### config.mk
export PLATFORM = sky130hd
export DESIGN_NAME = quorum_vote_arbiter
export DESIGN_NICKNAME = d
export VERILOG_FILES = /design/src/hw/rtl/qva_pkg.sv /design/src/hw/rtl/qva_cfg_regs.sv /design/src/hw/rtl/qva_vote_core.sv /design/src/hw/rtl/quorum_vote_arbiter.sv
export SDC_FILE = /design/constraint.sdc
export NUM_CORES = 2
export LEC_CHECK = 0
export BUFFER_PORTS_ARGS = -buffer_cell sky130_fd_sc_hd__buf_2
export CAP_MARGIN = 5
export CORE_AREA = 3 3 364 456
export CTS_CLUSTER_DIAMETER = 100
export DETAILED_ROUTE_END_ITERATION = 8
export DIE_AREA = 0 0 367 459
export PLACE_DENSITY_LB_ADDON = 0.25
export REMOVE_ABC_BUFFERS = 1
export SYNTH_ARGS = -nofsm -noshare
export SYNTH_HDL_FRONTEND = slang
export SYNTH_SLANG_ARGS = --single-unit
### constraint.sdc
create_clock -name clk_i -period 17.9 [get_ports clk_i]
set_clock_uncertainty 0.15 [all_clocks]
set_input_delay 2.685 -clock clk_i [delete_from_list [all_inputs] [get_ports clk_i]]
set_output_delay 2.685 -clock clk_i [all_outputs]
set_load 0.005 [all_outputs]
### src/hw/rtl/qva_pkg.sv
// Shared types, codes and reset constants for the quorum vote arbiter.
`timescale 1ns / 1ps

package qva_pkg;

  localparam int unsigned TimeWidthDef = 32;
  localparam int unsigned TimeFieldW   = 32;
  localparam int unsigned HostWidth    = 32;
  localparam int unsigned DurWidth     = 16;
  localparam int unsigned CfgIdxW      = 2;
  localparam int unsigned CfgDataW     = 32;

  localparam logic [HostWidth-1:0] NoHost = {HostWidth{1'b1}};

  localparam logic ReqBeacon = 1'b0;
  localparam logic ReqPoll   = 1'b1;

  localparam logic [HostWidth-1:0] MyHostRst    = '0;
  localparam logic [DurWidth-1:0]  BigTimeRst   = 16'd75;
  localparam logic [DurWidth-1:0]  SmallTimeRst = 16'd60;
  localparam logic [DurWidth-1:0]  MaxSkewRst   = 16'd10;

  typedef enum logic [1:0] {
    StOk        = 2'd0,
    StSkew      = 2'd1,
    StNotMember = 2'd2,
    StNotAuth   = 2'd3
  } status_e;

  typedef enum logic [CfgIdxW-1:0] {
    RegMyHost    = 2'd0,
    RegBigTime   = 2'd1,
    RegSmallTime = 2'd2,
    RegMaxSkew   = 2'd3
  } cfg_reg_e;

  typedef struct packed {
    logic [HostWidth-1:0] my_host;
    logic [DurWidth-1:0]  big_time;
    logic [DurWidth-1:0]  small_time;
    logic [DurWidth-1:0]  max_skew;
  } cfg_t;

  typedef struct packed {
    logic                  req_type;
    logic [TimeFieldW-1:0] now;
    logic [HostWidth-1:0]  other_host;
    logic                  claims_sync;
    logic [TimeFieldW-1:0] claim_start;
    logic                  is_remote;
    logic                  auth_ok;
    logic                  is_member;
  } item_t;

  typedef struct packed {
    status_e               status;
    logic [TimeFieldW-1:0] vote_time;
    logic                  should_run;
    logic                  sync_known;
    logic [HostWidth-1:0]  sync_host;
  } result_t;

endpackage

### src/hw/rtl/qva_cfg_regs.sv
// Configuration registers of the quorum vote arbiter.
`timescale 1ns / 1ps

module qva_cfg_regs (
  input  logic                         clk_i,
  input  logic                         rst_ni,
  input  logic                         cfg_we_i,
  input  logic [qva_pkg::CfgIdxW-1:0]  cfg_idx_i,
  input  logic [qva_pkg::CfgDataW-1:0] cfg_wdata_i,
  output qva_pkg::cfg_t                cfg_o
);

  qva_pkg::cfg_t cfg_q;

  always_ff @(posedge clk_i or negedge rst_ni) begin
    if (!rst_ni) begin
      cfg_q.my_host    <= qva_pkg::MyHostRst;
      cfg_q.big_time   <= qva_pkg::BigTimeRst;
      cfg_q.small_time <= qva_pkg::SmallTimeRst;
      cfg_q.max_skew   <= qva_pkg::MaxSkewRst;
    end else if (cfg_we_i) begin
      case (qva_pkg::cfg_reg_e'(cfg_idx_i))
        qva_pkg::RegMyHost: begin
          cfg_q.my_host <= qva_pkg::HostWidth'(cfg_wdata_i);
        end
        qva_pkg::RegBigTime: begin
          cfg_q.big_time <= cfg_wdata_i[qva_pkg::DurWidth-1:0];
        end
        qva_pkg::RegSmallTime: begin
          cfg_q.small_time <= cfg_wdata_i[qva_pkg::DurWidth-1:0];
        end
        qva_pkg::RegMaxSkew: begin
          cfg_q.max_skew <= cfg_wdata_i[qva_pkg::DurWidth-1:0];
        end
        default: begin
        end
      endcase
    end
  end

  assign cfg_o = cfg_q;

endmodule

### src/hw/rtl/qva_vote_core.sv
// Vote state and single-pass beacon/poll decision logic.
`timescale 1ns / 1ps

module qva_vote_core #(
  parameter int unsigned TimeWidth = qva_pkg::TimeWidthDef
) (
  input  logic            clk_i,
  input  logic            rst_ni,
  input  qva_pkg::cfg_t   cfg_i,
  input  qva_pkg::item_t  item_i,
  input  logic            fire_i,
  output qva_pkg::result_t res_o
);

  typedef logic [TimeWidth-1:0]          tm_t;
  typedef logic [qva_pkg::HostWidth-1:0] host_t;

  // a > b by more than d, no wrap
  function automatic logic exceeds(tm_t a, tm_t b, logic [qva_pkg::DurWidth-1:0] d);
    return (a > b) && ((a - b) > TimeWidth'(d));
  endfunction

  tm_t   yes_time_q, yes_time_d;
  host_t yes_host_q, yes_host_d;
  tm_t   yes_claim_q, yes_claim_d;
  logic  yes_was_sync_q, yes_was_sync_d;
  tm_t   low_time_q, low_time_d;
  host_t low_host_q, low_host_d;
  tm_t   seen_time_q, seen_time_d;
  host_t seen_host_q, seen_host_d;

  tm_t              now_t, start_t, vote_t;
  host_t            other;
  logic             remote, sync, refuse, known;
  qva_pkg::status_e status;

  always_comb begin
    yes_time_d     = yes_time_q;
    yes_host_d     = yes_host_q;
    yes_claim_d    = yes_claim_q;
    yes_was_sync_d = yes_was_sync_q;
    low_time_d     = low_time_q;
    low_host_d     = low_host_q;
    seen_time_d    = seen_time_q;
    seen_host_d    = seen_host_q;
    now_t   = tm_t'(item_i.now);
    start_t = tm_t'(item_i.claim_start);
    remote  = item_i.is_remote;
    sync    = item_i.claims_sync;
    other   = remote ? item_i.other_host : cfg_i.my_host;
    status  = qva_pkg::StOk;
    vote_t  = '0;
    refuse  = 1'b0;

    if (item_i.req_type == qva_pkg::ReqBeacon) begin
      if (remote && !item_i.auth_ok) begin
        status = qva_pkg::StNotAuth;
      end else if (exceeds(now_t, start_t, cfg_i.max_skew)) begin
        status = qva_pkg::StSkew;
      end else if (exceeds(start_t, now_t, cfg_i.max_skew) || (yes_time_q > now_t)) begin
        // sender far ahead or our vote is in the future: start over
        status         = qva_pkg::StSkew;
        yes_time_d     = now_t;
        yes_host_d     = qva_pkg::NoHost;
        yes_claim_d    = '0;
        yes_was_sync_d = 1'b0;
        low_time_d     = '0;
        low_host_d     = qva_pkg::NoHost;
        seen_time_d    = '0;
        seen_host_d    = '0;
      end else if (exceeds(yes_time_q, start_t, cfg_i.max_skew)) begin
        status = qva_pkg::StSkew;
      end else if (remote && !item_i.is_member) begin
        status = qva_pkg::StNotMember;
      end else begin
        if ((other <= low_host_d) || exceeds(now_t, low_time_d, cfg_i.big_time)) begin
          low_time_d = now_t;
          low_host_d = other;
        end
        if ((cfg_i.my_host <= low_host_d) || exceeds(now_t, low_time_d, cfg_i.big_time)) begin
          low_time_d = now_t;
          low_host_d = cfg_i.my_host;
        end
        if (sync && (seen_time_d <= now_t)) begin
          seen_host_d = other;
          seen_time_d = now_t;
        end
        if (exceeds(now_t, seen_time_d, cfg_i.big_time)) begin
          seen_host_d = '0;
          seen_time_d = '0;
        end
        refuse = !sync &&
                 (((low_host_d != other) && !exceeds(now_t, low_time_d, cfg_i.big_time)) ||
                  ((seen_host_d != '0) && (seen_host_d != other)));
        if (!refuse && (yes_time_q <= now_t) && (yes_claim_q <= start_t) &&
            (exceeds(now_t, yes_time_q, cfg_i.big_time) || (other == yes_host_q))) begin
          vote_t         = now_t;
          yes_time_d     = now_t;
          yes_claim_d    = start_t;
          yes_host_d     = other;
          yes_was_sync_d = sync;
        end
      end
    end

    // status fields look at the state after this item
    known = yes_was_sync_d && !exceeds(now_t, yes_claim_d, cfg_i.small_time);
    res_o.status     = status;
    res_o.vote_time  = qva_pkg::TimeFieldW'(vote_t);
    res_o.should_run = exceeds(now_t, yes_time_d, cfg_i.big_time) ||
                       !((yes_was_sync_d && (yes_host_d != cfg_i.my_host)) ||
                         (yes_host_d < cfg_i.my_host));
    res_o.sync_known = known;
    res_o.sync_host  = known ? yes_host_d : '0;
  end

  always_ff @(posedge clk_i or negedge rst_ni) begin
    if (!rst_ni) begin
      yes_time_q     <= '0;
      yes_host_q     <= qva_pkg::NoHost;
      yes_claim_q    <= '0;
      yes_was_sync_q <= 1'b0;
      low_time_q     <= '0;
      low_host_q     <= qva_pkg::NoHost;
      seen_time_q    <= '0;
      seen_host_q    <= '0;
    end else if (fire_i) begin
      yes_time_q     <= yes_time_d;
      yes_host_q     <= yes_host_d;
      yes_claim_q    <= yes_claim_d;
      yes_was_sync_q <= yes_was_sync_d;
      low_time_q     <= low_time_d;
      low_host_q     <= low_host_d;
      seen_time_q    <= seen_time_d;
      seen_host_q    <= seen_host_d;
    end
  end

endmodule

### src/hw/rtl/quorum_vote_arbiter.sv
// An accepted item is held in the input register; its result then moves into the result register.
// Throughput: one item per cycle unless the result register stalls; the decision and
// state update share one stage between the input register and the result register.
// A full result register under stall holds the input register, which then stalls.
// Reset: vote state and config registers return to their defaults, both stages empty.
`timescale 1ns / 1ps

module quorum_vote_arbiter #(
  parameter int unsigned TimeWidth = qva_pkg::TimeWidthDef
) (
  input  logic                         clk_i,
  input  logic                         rst_ni,
  input  logic                         in_valid_i,
  output logic                         in_stall_o,
  input  qva_pkg::item_t               in_data_i,
  output logic                         out_valid_o,
  input  logic                         out_stall_i,
  output qva_pkg::result_t             out_data_o,
  input  logic                         cfg_we_i,
  input  logic [qva_pkg::CfgIdxW-1:0]  cfg_idx_i,
  input  logic [qva_pkg::CfgDataW-1:0] cfg_wdata_i
);

  qva_pkg::cfg_t    cfg;
  qva_pkg::item_t   in_data_q;
  qva_pkg::result_t res;
  qva_pkg::result_t out_data_q;
  logic             in_valid_q, in_valid_d;
  logic             out_valid_q, out_valid_d;
  logic             out_free, fire, in_take;

  qva_cfg_regs u_cfg (
    .clk_i       (clk_i),
    .rst_ni      (rst_ni),
    .cfg_we_i    (cfg_we_i),
    .cfg_idx_i   (cfg_idx_i),
    .cfg_wdata_i (cfg_wdata_i),
    .cfg_o       (cfg)
  );

  qva_vote_core #(
    .TimeWidth (TimeWidth)
  ) u_core (
    .clk_i  (clk_i),
    .rst_ni (rst_ni),
    .cfg_i  (cfg),
    .item_i (in_data_q),
    .fire_i (fire),
    .res_o  (res)
  );

  assign out_free   = !out_valid_q || !out_stall_i;
  assign fire       = in_valid_q && out_free;
  assign in_stall_o = in_valid_q && !out_free;
  assign in_take    = in_valid_i && !in_stall_o;

  always_comb begin
    in_valid_d = in_valid_q;
    if (in_take) begin
      in_valid_d = 1'b1;
    end else if (fire) begin
      in_valid_d = 1'b0;
    end
    out_valid_d = out_valid_q;
    if (fire) begin
      out_valid_d = 1'b1;
    end else if (out_valid_q && !out_stall_i) begin
      out_valid_d = 1'b0;
    end
  end

  always_ff @(posedge clk_i or negedge rst_ni) begin
    if (!rst_ni) begin
      in_valid_q  <= 1'b0;
      out_valid_q <= 1'b0;
    end else begin
      in_valid_q  <= in_valid_d;
      out_valid_q <= out_valid_d;
    end
  end

  always_ff @(posedge clk_i) begin
    if (in_take) begin
      in_data_q <= in_data_i;
    end
    if (fire) begin
      out_data_q <= res;
    end
  end

  assign out_valid_o = out_valid_q;
  assign out_data_o  = out_data_q;

  // rejected or polled items never carry a vote
  a_no_vote_on_reject: assert property (@(posedge clk_i) disable iff (!rst_ni)
    out_valid_o && (out_data_o.status != qva_pkg::StOk) |-> out_data_o.vote_time == '0)
    else $error("vote reported with non-ok status");

  a_host_only_when_known: assert property (@(posedge clk_i) disable iff (!rst_ni)
    out_valid_o && !out_data_o.sync_known |-> out_data_o.sync_host == '0)
    else $error("sync host reported while no sync site known");

  a_stall_only_when_blocked: assert property (@(posedge clk_i) disable iff (!rst_ni)
    in_stall_o |-> out_valid_q && out_stall_i && in_valid_q)
    else $error("input stalled while result register can move");

  a_fire_fills_output: assert property (@(posedge clk_i) disable iff (!rst_ni)
    fire |=> out_valid_q)
    else $error("processed item lost before result register");

  a_take_fills_input: assert property (@(posedge clk_i) disable iff (!rst_ni)
    in_take |=> in_valid_q)
    else $error("accepted item lost before input register");

endmodule

==> results.rst <==
.. list-table::
   :header-rows: 1

   * - Metric
     - Value
   * - Min setup slack post-route
     - 0.167 ns
   * - Area of the core
     - 0.162 mm²
   * - Max transition margin
     - 0.246
   * - Clock Path Buffers
     - 3
   * - Cell accounting for the most synthesized area
     - sky130_fd_sc_hd__ha_1
   * - Total count of max-transition violations in the final report
     - 0
   * - Die extent in x
     - 367 µm
   * - Pin count of the biggest net entering global routing
     - 76
   * - Endpoint required time on the critical path
     - 18.33 ns
   * - Worst Hold Path Cells
     - 1
   * - Number of nets in the final layout
     - 7,361
   * - Compound-Gate Fraction of Synth Area
     - 0.252
   * - Max VDD drop
     - 93.6 µV
   * - Period Utilization, post-route
     - 0.991
   * - Final estimated routing congestion in global placement
     - 0.980
   * - Beginning of the worst register-to-register path
     - in_data_q[69]
   * - Most used DFF post-synth
     - sky130_fd_sc_hd__dfrtp_1
   * - Post-Layout Inst Area
     - 0.0610 mm²
   * - Worst r2r dst
     - out_data_o[7]
   * - Final std cells w/o fill
     - 8,796
   * - Arr. time, crit path
     - 18.16 ns
   * - Clock latency on the worst-skew pair
     - 0.76 ns
   * - Startpoint kind of the worst setup timing path
     - flop
   * - Full die area
     - 0.168 mm²
   * - Library cells used by synthesis
     - 88
   * - CTS Buf Count
     - 59
   * - Summed instance area of the synthesized netlist
     - 0.0486 mm²
   * - Fraction of synthesized cell area in xor and xnor cells
     - 0.0449
   * - Portion of netlist area occupied by mux cells
     - 0.0533
   * - Cell repeated most along the worst path
     - sky130_fd_sc_hd__buf_4
   * - Yosys warning count
     - 0
   * - Worst Setup End Kind
     - flop
   * - Number of enable-type register cells in the synthesized netlist
     - 169
   * - Worst R2R Path Depth
     - 97
   * - Part of the Yosys area used for sequential elements
     - 0.264
   * - Antenna violations before repair
     - 17
   * - Pwr dens
     - 130 mW/mm²
   * - Clock transition at the registers of the reported paths
     - 0.06 ns
   * - Mean number of vias per cell
     - 5.61
   * - Fraction of the mapped netlist area in simple logic gates
     - 0.163
   * - Number of placement rows
     - 165
   * - Area contributors post-synth
     - sky130_fd_sc_hd__ha_1, sky130_fd_sc_hd__dfrtp_1, sky130_fd_sc_hd__edfxtp_1, sky130_fd_sc_hd__a21oi_1, sky130_fd_sc_hd__dfstp_2
   * - Vias in the first global route
     - 49,337
   * - Drt first-iter violations
     - 3,460
   * - Hold Buf Count CTS
     - 0
   * - Fraction of final layout cells with drive strength greater than 1
     - 0.230
   * - Synthesized instance count
     - 5,715
   * - Mean routed wirelength per cell
     - 25.4 µm
   * - Number of hold violations in the final report
     - 0
   * - Layout Utilization
     - 0.377
   * - Remaining number of nets flagged by the antenna check after routing
     - 0
   * - Routed vias
     - 49,380
   * - FF+latch count, synth
     - 476
   * - Adder-cell share of the synthesized area
     - 0.169
   * - Worst-Margin Slew
     - 1.10 ns
   * - Starting utilization of the core area
     - 0.300
   * - H-tree lvl count
     - 2
   * - Global-route wire length before repair
     - 321,000 µm
   * - Crit path max-delay cell type
     - sky130_fd_sc_hd__or4_4
   * - Largest family of logic cells by synthesized area
     - compound AO/OA/AOI/OAI gates
   * - Pre-Repair DR Iteration Count
     - 6
   * - Post-Place Cells
     - 8,622
   * - CP bufs+invs
     - 29
   * - Startpoint of the tightest hold check path
     - u_cfg.cfg_o[7]
   * - Dominant delay contributor by cell family on the critical path
     - simple AND/OR/NAND/NOR gates
   * - Half-perimeter wire length of the detailed placement result
     - 180,000 µm
   * - Die outline height
     - 459 µm
   * - Tmin final
     - 17.73 ns
   * - Unrepaired setup endpoints after global routing
     - yes
   * - Most common cell after layout, fill and taps aside
     - sky130_fd_sc_hd__buf_4
   * - Lkg Pwr
     - 27.2 nW
   * - CTS root buf
     - sky130_fd_sc_hd__clkbuf_16
   * - Terminating pin of the worst hold path
     - u_cfg.cfg_o[7]
   * - Area grow syn2layout
     - 25.4%
   * - DP Worst Slack
     - -1.40 ns
   * - CP Max Fanout
     - 12
   * - Fraction of synthesized cell area taken by the top area cell type
     - 0.165
   * - Number of filler cells placed in the layout
     - 16,763
   * - Status
     - completed
   * - Total of buffers placed on input and output ports
     - 209
   * - Number of I/O pins
     - 210
   * - Sinks on the clock net
     - 476
   * - Post-synth ARST share
     - 0.645
   * - Instance area at placement
     - 0.0574 mm²
   * - Highest-count cells in the layout ignoring fill and taps
     - sky130_fd_sc_hd__buf_4, sky130_fd_sc_hd__ha_1, sky130_fd_sc_hd__nand2_1, sky130_fd_sc_hd__a21oi_1, sky130_fd_sc_hd__inv_1
   * - Final setup violating endpoints
     - 0
   * - Number of maximum-capacitance constraint violations
     - 0
   * - Register-to-register setup slack
     - 0.17 ns
   * - Largest incremental delay on the critical path
     - 0.56 ns
   * - Clock tree from TritonCTS
     - done
   * - Hold WC Path Type
     - flop to flop
   * - DRT Wirelength
     - 223,000 µm
   * - DRC Markers
     - 0
   * - Total gr overflow
     - 0
   * - Total global-route track usage
     - 0.253
   * - Setup Crit Path Kind
     - flop to flop
   * - Achievable Freq
     - 0.0564 GHz
   * - Syn avg cell area
     - 8.50 µm²
power by group:
group | switching, mW | internal [mW]
combinational | 2.94 | 2.17
clock | 0.563 | 0.694
sequential | 0.209 | 1.37
total | 3.71 | 4.23
repair_timing:
| action | CTS | global route |
|---|---|---|
| hold endpoints to repair | 0 | 0 |
| gates cloned | 5 | 0 |
| setup endpoints to repair | 34 | 34 |
| gates resized for setup | 139 | 69 |
| pin swaps | 95 | 111 |
| setup buffers | 40 | 15 |
kinds of logic after synthesis:
group | after synthesis
muxes | 248
and+or+nand+nor | 1612
adders and majority gates | 651
buffers and inverters | 659
xor gates and xnor gates | 249
AOI/OAI and AO/OA | 1820
DFF | 476
cell usage after synthesis, types with 74 or more instances:
| cell type | instances |
|---|---|
| sky130_fd_sc_hd__o21ai_0 | 377 |
| sky130_fd_sc_hd__a21oi_1 | 430 |
| sky130_fd_sc_hd__dfstp_2 | 74 |
| sky130_fd_sc_hd__o21a_1 | 95 |
| sky130_fd_sc_hd__a21o_1 | 143 |
| sky130_fd_sc_hd__xnor2_1 | 162 |
| sky130_fd_sc_hd__nor3_1 | 90 |
| sky130_fd_sc_hd__nand2_1 | 474 |
| sky130_fd_sc_hd__xor2_1 | 87 |
| sky130_fd_sc_hd__inv_1 | 400 |
| sky130_fd_sc_hd__nand3_1 | 118 |
| sky130_fd_sc_hd__ha_1 | 641 |
| sky130_fd_sc_hd__nand4_1 | 146 |
| sky130_fd_sc_hd__edfxtp_1 | 169 |
| sky130_fd_sc_hd__dfrtp_1 | 233 |
| sky130_fd_sc_hd__clkbuf_1 | 208 |
| sky130_fd_sc_hd__nor2_1 | 356 |
| sky130_fd_sc_hd__mux2i_1 | 163 |
| sky130_fd_sc_hd__mux2_2 | 85 |
registers in the layout (all words and copies together), names as in the netlist:
name                   count
in_valid_q                 1
u_core.low_time_q         32
u_core.yes_was_sync_q      1
in_data_q                101
out_valid_o                1
u_core.seen_host_q        32
u_core.yes_time_q         32
u_cfg.cfg_o               80
u_core.low_host_q         32
out_data_o                68
u_core.yes_claim_q        32
u_core.seen_time_q        32
u_core.yes_host_q         32
worst max-delay path by stage:
stage	cells past startpoint	start	to	slack (ns)
floorplan	84	in_data_q[69]	out_data_o[0]	-10.34
global placement	89	in_data_q[68]	out_data_o[23]	-1.11
detailed placement	86	in_data_q[68]	out_data_o[13]	-1.40
CTS	88	in_data_q[69]	out_data_o[18]	-0.15
global route	88	in_data_q[68]	out_data_o[30]	-0.75
finish	97	in_data_q[69]	out_data_o[7]	0.17
through the flow:
stage          total power [mW]  hold WS, ns  setup TNS (ns)
3_5_place_dp               6.41        0.342          -46.49
2_1_floorplan              4.41        0.307         -412.92
6_report                   7.93        0.353               0
3_3_place_gp               6.37        0.339          -36.93
5_1_grt                    8.46        0.362          -24.40
4_1_cts                    7.85        0.355           -3.07
layer usage:
metal,global-route usage,routed length (µm),vias to the layer above
met5,0,41,-
met4,0.121,11900,6
met3,0.0314,11700,405
met2,0.436,106000,1590
met1,0.313,93300,24243
li1,-,-,23136
area by class of cell:
class                   count  area [µm²]  share of cell area
multi-input cells        4580       34200               0.562
flip-flops and latches    476       12800               0.211
repair buffers           1052        7640               0.125
well taps                2171        2720              0.0446
clock buffers              76        1590              0.0261
inverters                 401        1510              0.0247
clock inverters            36         390             0.00640
diodes                      4        10.0            0.000164
Note: power is estimated with default switching activity, not from simulation.
